[src/rtl/core/rbsi_pkg.sv]
package rbsi_pkg;

   localparam int Q_W       = 32;            // q16.16 word
   localparam int FRAC_W    = 16;
   localparam int NUM_W     = Q_W + 1 + FRAC_W; // scaled difference magnitude
   localparam int DIV_STEPS = NUM_W;          // one quotient bit per stage
   localparam int DIV_LAT   = DIV_STEPS + 2;  // setup + steps + saturation
   localparam int AXES      = 3;
   localparam int LANES     = 2 * AXES;

   localparam logic signed [Q_W-1:0] Q_MIN = {1'b1, {(Q_W-1){1'b0}}};
   localparam logic signed [Q_W-1:0] Q_MAX = {1'b0, {(Q_W-1){1'b1}}};

   // per-axis flags that travel beside the dividers
   typedef struct packed {
      logic [AXES-1:0] dir_zero;
      logic [AXES-1:0] in_slab;
   } side_type;

endpackage

[src/rtl/core/rbsi_merge.sv]
module rbsi_merge
   import rbsi_pkg::*;
(
   input  side_type              side,
   input  logic signed [Q_W-1:0] quot [0:LANES-1],
   output logic                  hit,
   output logic signed [Q_W-1:0] t_near,
   output logic signed [Q_W-1:0] t_far
);

   always_comb begin
      logic                  done;
      logic signed [Q_W-1:0] lo;
      logic signed [Q_W-1:0] hi;
      hit    = 1'b1;
      done   = 1'b0;
      t_near = Q_MIN;
      t_far  = Q_MAX;
      for (int a = 0; a < AXES; a++) begin
         lo = (quot[2*a] < quot[2*a+1]) ? quot[2*a] : quot[2*a+1];
         hi = (quot[2*a] < quot[2*a+1]) ? quot[2*a+1] : quot[2*a];
         if (!done) begin
            if (side.dir_zero[a]) begin
               if (!side.in_slab[a]) begin
                  hit  = 1'b0;
                  done = 1'b1;
               end
            end else begin
               if (lo > t_near) t_near = lo;
               if (hi < t_far)  t_far  = hi;
               if (t_near > t_far) begin
                  hit  = 1'b0;
                  done = 1'b1;
               end
            end
         end
      end
   end

endmodule

[config.mk]
export PLATFORM = sky130hd
export DESIGN_NAME = rbsi_merge
export DESIGN_NICKNAME = d
export VERILOG_FILES = /design/src/rtl/core/rbsi_pkg.sv /design/src/rtl/core/rbsi_merge.sv
export SDC_FILE = /design/constraint.sdc
export NUM_CORES = 1
export LEC_CHECK = 0
export ABC_CLOCK_PERIOD_IN_PS = 16800
export CORE_UTILIZATION = 47
export DETAILED_ROUTE_END_ITERATION = 8
export DONT_BUFFER_PORTS = 1
export PLACE_DENSITY = 0.68
export RECOVER_POWER = 100
export REMOVE_ABC_BUFFERS = 1
export SYNTH_ARGS = -nofsm -noshare
export SYNTH_HDL_FRONTEND = slang
export SYNTH_SLANG_ARGS = --single-unit
[constraint.sdc]
create_clock -name vclk -period 16.8
set_input_delay 1.68 -clock vclk [all_inputs]
set_output_delay 1.68 -clock vclk [all_outputs]
set_load 0.01 [all_outputs]
After elaboration in Yosys (flattened, before gate mapping)
Cells that the tools add are included.
Widths: inputs -> output; s select.
- multiplexer cells: 50
- bitwise operators: 0
- shift operators: 0
- multipliers: 0
- divide/modulo/power cells: 0
- equal/unequal tests: 0
- magnitude comparators: 12
- $add $sub $neg: 0
- reductions and logical operators: 0
- operators with widths (operator ; number):
    $mux 32 ; 32
    $gt 32x32->1 ; 5
    $lt 32x32->1 ; 5
    $gt 32x32->1 const B ; 1
    $lt 32x32->1 const B ; 1
    $mux 1 ; 18
- bits of input ports: 198
- memory bits (read-only): 0
- bits in latches: 0
- word-level logic and storage cells: 62
- flip-flop bits (word level): 0
- memory bits (writable): 0
- memories kept: 0

Longest topological paths before layout
Gate-level depths: netlist of run 1.
- depth after elaboration: 20
- mapped depth: 51
- gate-level depth less buffers: 46

Worst setup path after synthesis of run 1
OpenSTA, ideal clock, no wires.
- path type: input to output
- start: input quot[159] (netlist bit)
- end: output hit
- stages on the path: 47
- data required time: 15.120 ns
- data arrival time: 11.226 ns
- slack: 3.894 ns
- path buffers: 6
- cell sequence: inv_1 > ha_1 > nand4_1 > or4_4 > nor2_2 > o2bb2ai_1 > nor2_1 > mux2i_1 > buf_2 > buf_2 > buf_2 > mux2i_1 > inv_1 > ha_1 > a21o_1 > a2111oi_0 > o211ai_1 > o21ai_0 > [... 11 more ...] > a211oi_1 > o22a_1 > and3_1 > or3_1 > clkbuf_1 > clkbuf_1 > mux2i_1 > ha_1 > a21o_1 > a21o_1 > a21o_1 > a21oi_1 > nor2b_1 > o21ai_0 > a21oi_1 > a311oi_1 > a31oi_1 > a21oi_1
- longest elaborated chain between the ends: 20
- elaborated cells on any way between the ends: 49
- those cells by class: order compare: 10; mux: 39
- ends and longest elaborated chain (what ; RTL line ; source):
    from (decl) ; rbsi_merge.sv:5 ; input logic signed [Q_W-1:0] quot [0:LANES-1],
    $lt 32x32->1 ; rbsi_merge.sv:20, rbsi_merge.sv:21 ;
    $mux 32, on equally long branches ; rbsi_merge.sv:20, rbsi_merge.sv:21 ;
    $gt 32x32->1 / $lt 32x32->1 (equally long branches) ; rbsi_merge.sv:29, rbsi_merge.sv:30 ;
    $mux 32, on equally long branches ; rbsi_merge.sv:29, rbsi_merge.sv:30 ;
    $mux 32 (2 in series) ; rbsi_merge.sv:23 ; if (side.dir_zero[a]) begin
    $gt 32x32->1 / $lt 32x32->1 (equally long branches) ; rbsi_merge.sv:29, rbsi_merge.sv:30 ;
    $mux 32, on equally long branches ; rbsi_merge.sv:29, rbsi_merge.sv:30 ;
    $mux 32 ; rbsi_merge.sv:23 ;
    [... 3 more ...] ; - ;
    $gt 32x32->1 / $lt 32x32->1 (equally long branches) ; rbsi_merge.sv:29, rbsi_merge.sv:30 ;
    $mux 32, on equally long branches ; rbsi_merge.sv:29, rbsi_merge.sv:30 ;
    $mux 32 ; rbsi_merge.sv:23 ;
    $mux 32 ; rbsi_merge.sv:22 ; if (!done) begin
    $gt 32x32->1 ; rbsi_merge.sv:31 ; if (t_near > t_far) begin
    $mux 1 ; rbsi_merge.sv:31 ;
    $mux 1 ; rbsi_merge.sv:23 ;
    $mux 1 (*) ; rbsi_merge.sv:22 ;
    to (decl) ; rbsi_merge.sv:6 ; output logic hit,
Mark *: on every way between the ends. The rest lies on a longest branch, timed or not. The select of a mux whose other input is x is not followed.

Worst setup path after layout of run 1
- start: input quot[95] (netlist bit)
- end: output hit
- longest elaborated chain between the ends: 16
- elaborated cells on any way between the ends: 35
- those cells by class: order compare: 7; mux: 28
- ends and longest elaborated chain (what ; RTL line):
    $lt 32x32->1 ; rbsi_merge.sv:20, rbsi_merge.sv:21
    $mux 32, on equally long branches ; rbsi_merge.sv:20, rbsi_merge.sv:21
    $gt 32x32->1 / $lt 32x32->1 (equally long branches) ; rbsi_merge.sv:29, rbsi_merge.sv:30
    $mux 32, on equally long branches ; rbsi_merge.sv:29, rbsi_merge.sv:30
    $mux 32 ; rbsi_merge.sv:23
    $mux 32 ; rbsi_merge.sv:22
    $mux 32 ; rbsi_merge.sv:23
    $mux 32 ; rbsi_merge.sv:22
    $gt 32x32->1 / $lt 32x32->1 (equally long branches) ; rbsi_merge.sv:29, rbsi_merge.sv:30
    $mux 32, on equally long branches ; rbsi_merge.sv:29, rbsi_merge.sv:30
    $mux 32 ; rbsi_merge.sv:23
    $mux 32 ; rbsi_merge.sv:22
    $gt 32x32->1 ; rbsi_merge.sv:31
    $mux 1 ; rbsi_merge.sv:31
    $mux 1 ; rbsi_merge.sv:23
    $mux 1 (*) ; rbsi_merge.sv:22
Marked as above.

==> results of run 1 <==
critical path: cells and delay by family:
kind,cells,cell delay (ns)
compound gates,26,5.90
fa+ha+maj,4,1.39
buf+inv,3,1.07
mux,3,1.35
simple gates,8,2.99
how the worst max path moves through the flow:
stage | to | cells after the start | start | slack [ns]
2_1_floorplan | hit | 40 | quot[133] | -3.04
3_3_place_gp | hit | 44 | quot[95] | 1.16
3_5_place_dp | hit | 44 | quot[95] | 1.27
4_1_cts | hit | 44 | quot[95] | 1.21
5_1_grt | t_far[19] | 34 | quot[95] | 0.23
6_report | hit | 44 | quot[95] | 0.69
logic make-up (layout without fill, tap and decap cells):
group / after synthesis / count (layout) / share of synthesized area (%)
compound gates: 407 / 407 / 18.7
simple gates: 449 / 449 / 16.2
buf+inv: 327 / 272 / 9.80
fa+ha+maj: 315 / 315 / 29.9
mux: 323 / 323 / 25.4
Yosys cell counts (5+ instances only):
cell type / number / area [µm²]
nand2_1: 91 / 342
o211a_1: 5 / 50.1
nor3_1: 20 / 100
a21o_1: 63 / 473
mux2_2: 87 / 980
o211ai_1: 11 / 82.6
nor4_1: 9 / 56.3
and4_1: 5 / 43.8
or3_1: 5 / 31.3
a31oi_1: 6 / 37.5
nor2b_1: 15 / 93.8
a211oi_1: 16 / 120
clkbuf_1: 30 / 113
o21ai_1: 38 / 190
mux2i_1: 232 / 2320
buf_2: 17 / 85.1
and3_1: 5 / 31.3
inv_1: 257 / 965
o21ai_0: 48 / 240
nand4_1: 50 / 313
and2_1: 29 / 181
ha_1: 315 / 3940
buf_1: 14 / 52.6
nor2_1: 168 / 631
nand2b_1: 11 / 68.8
a2111oi_0: 5 / 43.8
a21oi_1: 170 / 851
o21a_1: 12 / 90.1
nand3_1: 28 / 140
final cells by class:
cell class	count	share of cell area, %
Multi-Input combinational cell	1494	88.6
Inverter	258	7.19
Tap cell	372	3.45
Timing Repair Buffer	14	0.762
routing by layer:
metal	routed length, µm	share of wire (%)	GRT usage, %	vias up
met2	20900	47	53.6	456
met4	1520	3.4	9.28	0
met3	3620	8.2	5.27	76
li1	-	-	-	6451
met5	0	0	0	-
met1	18300	41	36.1	5947
where the power goes:
| part | switching, µW | internal (µW) | leakage [µW] |
|---|---|---|---|
| clock network | 0 | 0 | 0 |
| logic | 682 | 465 | 0.00728 |
| registers | 0 | 0 | 0 |
| total | 682 | 465 | 0.00728 |
per-stage QoR:
stage	TNS [ns]	cell area (µm²)	power (µW)	std cells	worst slack (ns)
floorplan	-131.98	12900	861	1752	-3.04
global placement	0	13500	1100	2138	1.16
detailed placement	0	13500	1120	2138	1.27
CTS	0	13500	1130	2138	1.21
global route	0	13500	1270	2138	0.233
finish	0	13500	1150	2138	0.690
==> results.py, run 1 <==
metrics = {
    "routing": {
        "drt-vias-per-instance": 6.05,
        "vias": 12900,
        "drt_iter0_drc": 853,
        "drc": 0,
        "wl_per_cell_um": 20.8,
        "drtAntennaViolNets": 0,
        "dr.pass1.iters": 6,
        "routed_wl_um": 44400,
    },
    "critical_path": {
        "critPathRequiredTime_ns": 15.12,
        "max_stage_delay_ns": 0.94,
        "end_kind": "output port",
        "path_class": "input pin to output port",
        "arrival_ns": 14.43,
        "start_kind": "input pin",
        "cp_slowest_cell": "a2111oi_0",
        "cp_max_fo": 39,
        "crit_top_cell": "a21o_1",
    },
    "timing": {
        "hold_viol_final": 0,
        "grt_setup_unrepaired": "false",
        "finalSetupViolations": 0,
        "drv_slew": 68,
        "finalCritPeriodShare_pct": 95.9,
        "slew-limit-headroom_pct": -50.1,
        "hold_slack_ns": 3.58,
        "max_freq_mhz": 62.1,
        "worstMarginPinSlew_ns": 2.24,
        "fin_crit_ns": 16.11,
    },
    "yosys": {
        "ys_types": 60,
        "synth_area_um2": 13200,
        "yosys_warnings": 0,
        "yosysSeqAreaShare_pct": 0,
        "synth.avg_cell_area_um2": 7.25,
        "synth_cells": 1821,
    },
    "grt": {
        "grt_antenna_before_repair": 0,
        "grt_overflow": 0,
        "first_global_vias": 12600,
        "grt_max_degree": 47,
        "grt_pass1_wl_um": 67700,
        "grt_use_total_pct": 30.0,
    },
    "layout": {
        "final_core_util_pct": 49.4,
        "seqCellArea_um2": 0,
        "nClkBuffers": 0,
        "nets": 2281,
        "final_common_cell": "ha_1",
        "syn_to_final_growth_pct": 2.08,
        "drive_above_1_share_pct": 6.29,
        "fill_cells": 2750,
        "antenna_cells": 0,
        "layout_common_cells": "ha_1 (315), inv_1 (257), mux2i_1 (231)",
        "seq_cells": 0,
        "multiInputGateArea_um2": 11900,
    },
    "floorplan": {
        "dieArea_um2": 28800,
        "start_util_pct": 48.4,
        "ios": 263,
        "die_height_um": 170,
        "coreArea_um2": 27300,
        "rows": 60,
        "die_w_um": 170,
    },
    "place": {
        "portBuffers": 0,
        "gp_congestion": 1.00,
        "dpl.hpwl_um": 39100,
    },
    "clocking": {
        "post_cts_buffers": 0,
        "hold_buffers": 0,
        "cts_resized": 0,
    },
    "worst_hold_path": {
        "min_path_type": "input pin to output port",
        "hold_depth": 2,
        "hold_start": "side[2]",
        "hold-path-endpoint": "hit",
    },
    "power": {
        "leakagePower_uw": 0.00728,
        "powerDensity_nw_per_um2": 85.2,
        "max-vdd-ir-drop_v": 0.0000495,
    },
    "outcome": {
        "violations": "max-capacitance violations, max-slew violations",
        "outcome": "complete, but fails checks",
    },
    "flow_run": {
        "drv_cap": 2,
    },
}
No activity file was read; power rests on OpenSTA's default activity.
==> run 2, diff against run 1 <==
--- a/config.mk
+++ b/config.mk
@@ -10,7 +10,6 @@
 export DETAILED_ROUTE_END_ITERATION = 8
 export DONT_BUFFER_PORTS = 1
 export PLACE_DENSITY = 0.68
-export RECOVER_POWER = 100
 export REMOVE_ABC_BUFFERS = 1
 export SYNTH_ARGS = -nofsm -noshare
 export SYNTH_HDL_FRONTEND = slang
==> results.py, run 2 (same netlist as run 1, synthesis figures left out) <==
metrics = {
    "place": {
        "place_inst": 2138,
        "place_area_um2": 13500,
        "portBuffers": 0,
        "dpl.hpwl_um": 39100,
        "gp_congestion": 1.00,
    },
    "critical_path": {
        "cp_slowest_cell": "a2111oi_0",
        "cp_max_fo": 39,
        "crit_top_cell": "a21o_1",
        "end_kind": "output port",
        "critPathRequiredTime_ns": 15.12,
        "arrival_ns": 14.21,
        "start_kind": "input pin",
        "max_stage_delay_ns": 1.15,
        "path_class": "input pin to output port",
    },
    "flow_run": {
        "drv_cap": 0,
    },
    "routing": {
        "vias": 12900,
        "drt-vias-per-instance": 6.03,
        "drt_iter0_drc": 854,
        "wl_per_cell_um": 20.8,
        "dr.pass1.iters": 8,
        "drc": 0,
        "drtAntennaViolNets": 0,
        "routed_wl_um": 44400,
    },
    "timing": {
        "worstMarginPinSlew_ns": 1.28,
        "drv_slew": 0,
        "hold_slack_ns": 3.58,
        "slew-limit-headroom_pct": 12.1,
        "hold_viol_final": 0,
        "finalCritPeriodShare_pct": 94.6,
        "fin_crit_ns": 15.89,
        "max_freq_mhz": 62.9,
        "grt_setup_unrepaired": "false",
        "setup_tns_ns": 0,
        "finalSetupViolations": 0,
    },
    "floorplan": {
        "rows": 60,
        "coreArea_um2": 27300,
        "dieArea_um2": 28800,
        "ios": 263,
        "die_height_um": 170,
        "start_util_pct": 48.4,
        "die_w_um": 170,
    },
    "layout": {
        "antenna_cells": 0,
        "design_area_um2": 13500,
        "nets": 2281,
        "nClkBuffers": 0,
        "seqCellArea_um2": 0,
        "seq_cells": 0,
        "layout_common_cells": "ha_1 (315), inv_1 (257), mux2i_1 (231)",
        "syn_to_final_growth_pct": 2.28,
        "final_common_cell": "ha_1",
        "drive_above_1_share_pct": 6.57,
        "final_cells": 2138,
    },
    "outcome": {
        "outcome": "completed",
    },
    "grt": {
        "grt_pass1_wl_um": 67700,
        "met2_usage_pct": 53.6,
        "use_met1_pct": 36.1,
        "grt_antenna_before_repair": 0,
        "grt_overflow": 0,
        "grt_util_met3_pct": 5.27,
        "first_global_vias": 12600,
        "grt_use_total_pct": 30.0,
        "busiest_layer": "met2",
        "grt_max_degree": 47,
    },
    "clocking": {
        "post_cts_buffers": 0,
        "hold_buffers": 0,
        "cts_resized": 0,
    },
    "power": {
        "max-vdd-ir-drop_v": 0.0000495,
        "powerDensity_nw_per_um2": 85.1,
        "leakagePower_uw": 0.00729,
        "p_total_uw": 1150,
    },
    "worst_hold_path": {
        "min_path_type": "input pin to output port",
    },
}
run 2: cell types whose count changed in the layout (fill, tap and decap cells not counted):
cell	before	now
and3_1	6	5
and3_4	0	1
buf_4	8	13
clkbuf_1	2	0
clkbuf_2	3	0
mux2_1	5	4
mux2_2	86	87
nor2_1	168	167
nor2_4	0	1
run 2: final cells by class:
class / instances / area [µm²]
fill: 2742 / 13800
tap: 372 / 465
timing repair buffer: 14 / 118
inverter: 258 / 968
multi-input combinational: 1494 / 11900
run 2: final timing paths:
path,cells after the start,startpoint,end
hold / removal,2,side[2],hit
setup / recovery,44,quot[95],hit
run 2: routing by layer:
layer,vias to the layer above,part of all wire [%]
met2,450,48
li1,6453,-
met5,-,0
met1,5914,41
met3,67,8.0
met4,0,3.2
run 2: power breakdown:
group | leakage [µW] | internal [µW] | switching [µW] | total [µW]
registers | 0 | 0 | 0 | 0
logic | 0.00729 | 465 | 683 | 1150
clock network | 0 | 0 | 0 | 0
run 2: critical path, delay by kind of cell:
kind	cells	cell delay (ns)
buf+inv	3	0.75
fa+ha+maj	4	1.38
mux	3	1.22
compound gates	26	6.11
simple gates	8	2.99
run 2: stage by stage:
step | utilization [%] | worst slack, ns
finish | 49.5 | 0.907
global route | 49.5 | 0.456
CTS | 49.5 | 1.21
detailed placement | 49.5 | 1.27
global placement | 49.5 | 1.16
floorplan | - | -3.04
==> run 3, diff against run 2 <==
--- a/config.mk
+++ b/config.mk
@@ -9,7 +9,7 @@
 export CORE_UTILIZATION = 47
 export DETAILED_ROUTE_END_ITERATION = 8
 export DONT_BUFFER_PORTS = 1
-export PLACE_DENSITY = 0.68
+export PLACE_DENSITY = 0.71
 export REMOVE_ABC_BUFFERS = 1
 export SYNTH_ARGS = -nofsm -noshare
 export SYNTH_HDL_FRONTEND = slang
==> results.py, run 3 (same netlist as run 1, synthesis figures left out) <==
metrics = {
    "place": {
        "portBuffers": 0,
        "gp_congestion": 0.987,
        "post-place-ws_ns": 1.35,
        "dpl.hpwl_um": 38600,
    },
    "floorplan": {
        "start_util_pct": 48.4,
        "die_height_um": 170,
        "die_w_um": 170,
        "rows": 60,
        "ios": 263,
        "coreArea_um2": 27300,
        "dieArea_um2": 28800,
    },
    "critical_path": {
        "path_class": "input pin to output port",
        "crit_top_cell": "a21o_1",
        "crit_family": "compound AO/OA/AOI/OAI gates",
        "end_kind": "output port",
        "cp_slowest_cell": "a2111oi_0",
        "start_kind": "input pin",
        "critPathRequiredTime_ns": 15.12,
        "arrival_ns": 14.09,
        "crit_buf_inv": 4,
        "cp_max_fo": 39,
        "max_stage_delay_ns": 1.15,
    },
    "routing": {
        "drt-vias-per-instance": 6.02,
        "drc": 0,
        "drtAntennaViolNets": 0,
        "drt_iter0_drc": 697,
        "vias": 12800,
        "wl_per_cell_um": 20.5,
        "routed_wl_um": 43800,
        "dr.pass1.iters": 5,
    },
    "worst_hold_path": {
        "min_path_type": "input pin to output port",
    },
    "timing": {
        "slew-limit-headroom_pct": 11.5,
        "setup_slack_ns": 1.03,
        "worstMarginPinSlew_ns": 1.29,
        "drv_slew": 0,
        "finalCritPeriodShare_pct": 93.9,
        "fin_crit_ns": 15.77,
        "finalSetupViolations": 0,
        "hold_viol_final": 0,
        "max_freq_mhz": 63.4,
        "hold_slack_ns": 3.60,
        "grt_setup_unrepaired": "false",
    },
    "layout": {
        "fill_cells": 2773,
        "final_core_util_pct": 49.5,
        "syn_to_final_growth_pct": 2.21,
        "nets": 2278,
        "nClkBuffers": 0,
        "drive_above_1_share_pct": 6.41,
        "seq_cells": 0,
        "final_common_cell": "ha_1",
        "seqCellArea_um2": 0,
        "layout_common_cells": "ha_1 (315), inv_1 (257), mux2i_1 (231)",
        "antenna_cells": 0,
    },
    "clocking": {
        "post_cts_buffers": 0,
        "hold_buffers": 0,
        "cts_resized": 0,
    },
    "power": {
        "leakagePower_uw": 0.00728,
        "max-vdd-ir-drop_v": 0.0000553,
        "powerDensity_nw_per_um2": 84.6,
        "p_total_uw": 1140,
    },
    "grt": {
        "grt_pass1_wl_um": 66900,
        "grt_max_degree": 71,
        "grt_antenna_before_repair": 0,
        "grt_overflow": 0,
        "grt_use_total_pct": 29.6,
        "first_global_vias": 12600,
    },
    "flow_run": {
        "drv_cap": 0,
    },
    "outcome": {
        "outcome": "completed",
    },
}
-- run 3: cell type report --
type                            instances  area, µm²  area share, %
Timing Repair Buffer                   11        108          0.798
Inverter                              258        968           7.18
Tap cell                              372        465           3.45
Multi-Input combinational cell       1494      11900           88.6
-- run 3: metal layers --
metal / track usage (%) / vias to the layer above / part of all wire [%]
met5: 0 / - / 0
met4: 9.17 / 0 / 3.5
met3: 4.83 / 83 / 7.5
met2: 54.0 / 448 / 48
met1: 35.0 / 5883 / 41
li1: - / 6430 / -
-- run 3: path summary, 6_finish.rpt --
kind	to	slack [ns]	from	cells after the start
setup / recovery	hit	1.03	quot[159]	46
hold / removal	hit	3.60	side[2]	2
-- run 3: per-stage QoR --
step / TNS [ns] / area [µm²] / instances
after detailed placement: 0 / 13500 / 2135
final: 0 / 13500 / 2135
after floorplan: -131.98 / 12900 / 1752
after global placement: 0 / 13500 / 2135
after global routing: 0 / 13500 / 2135
after CTS: 0 / 13500 / 2135
-- run 3: where the power goes --
group          leakage (µW)  internal, µW  switching (µW)
clock network             0             0               0
registers                 0             0               0
logic               0.00728           466             676
total               0.00728           466             676
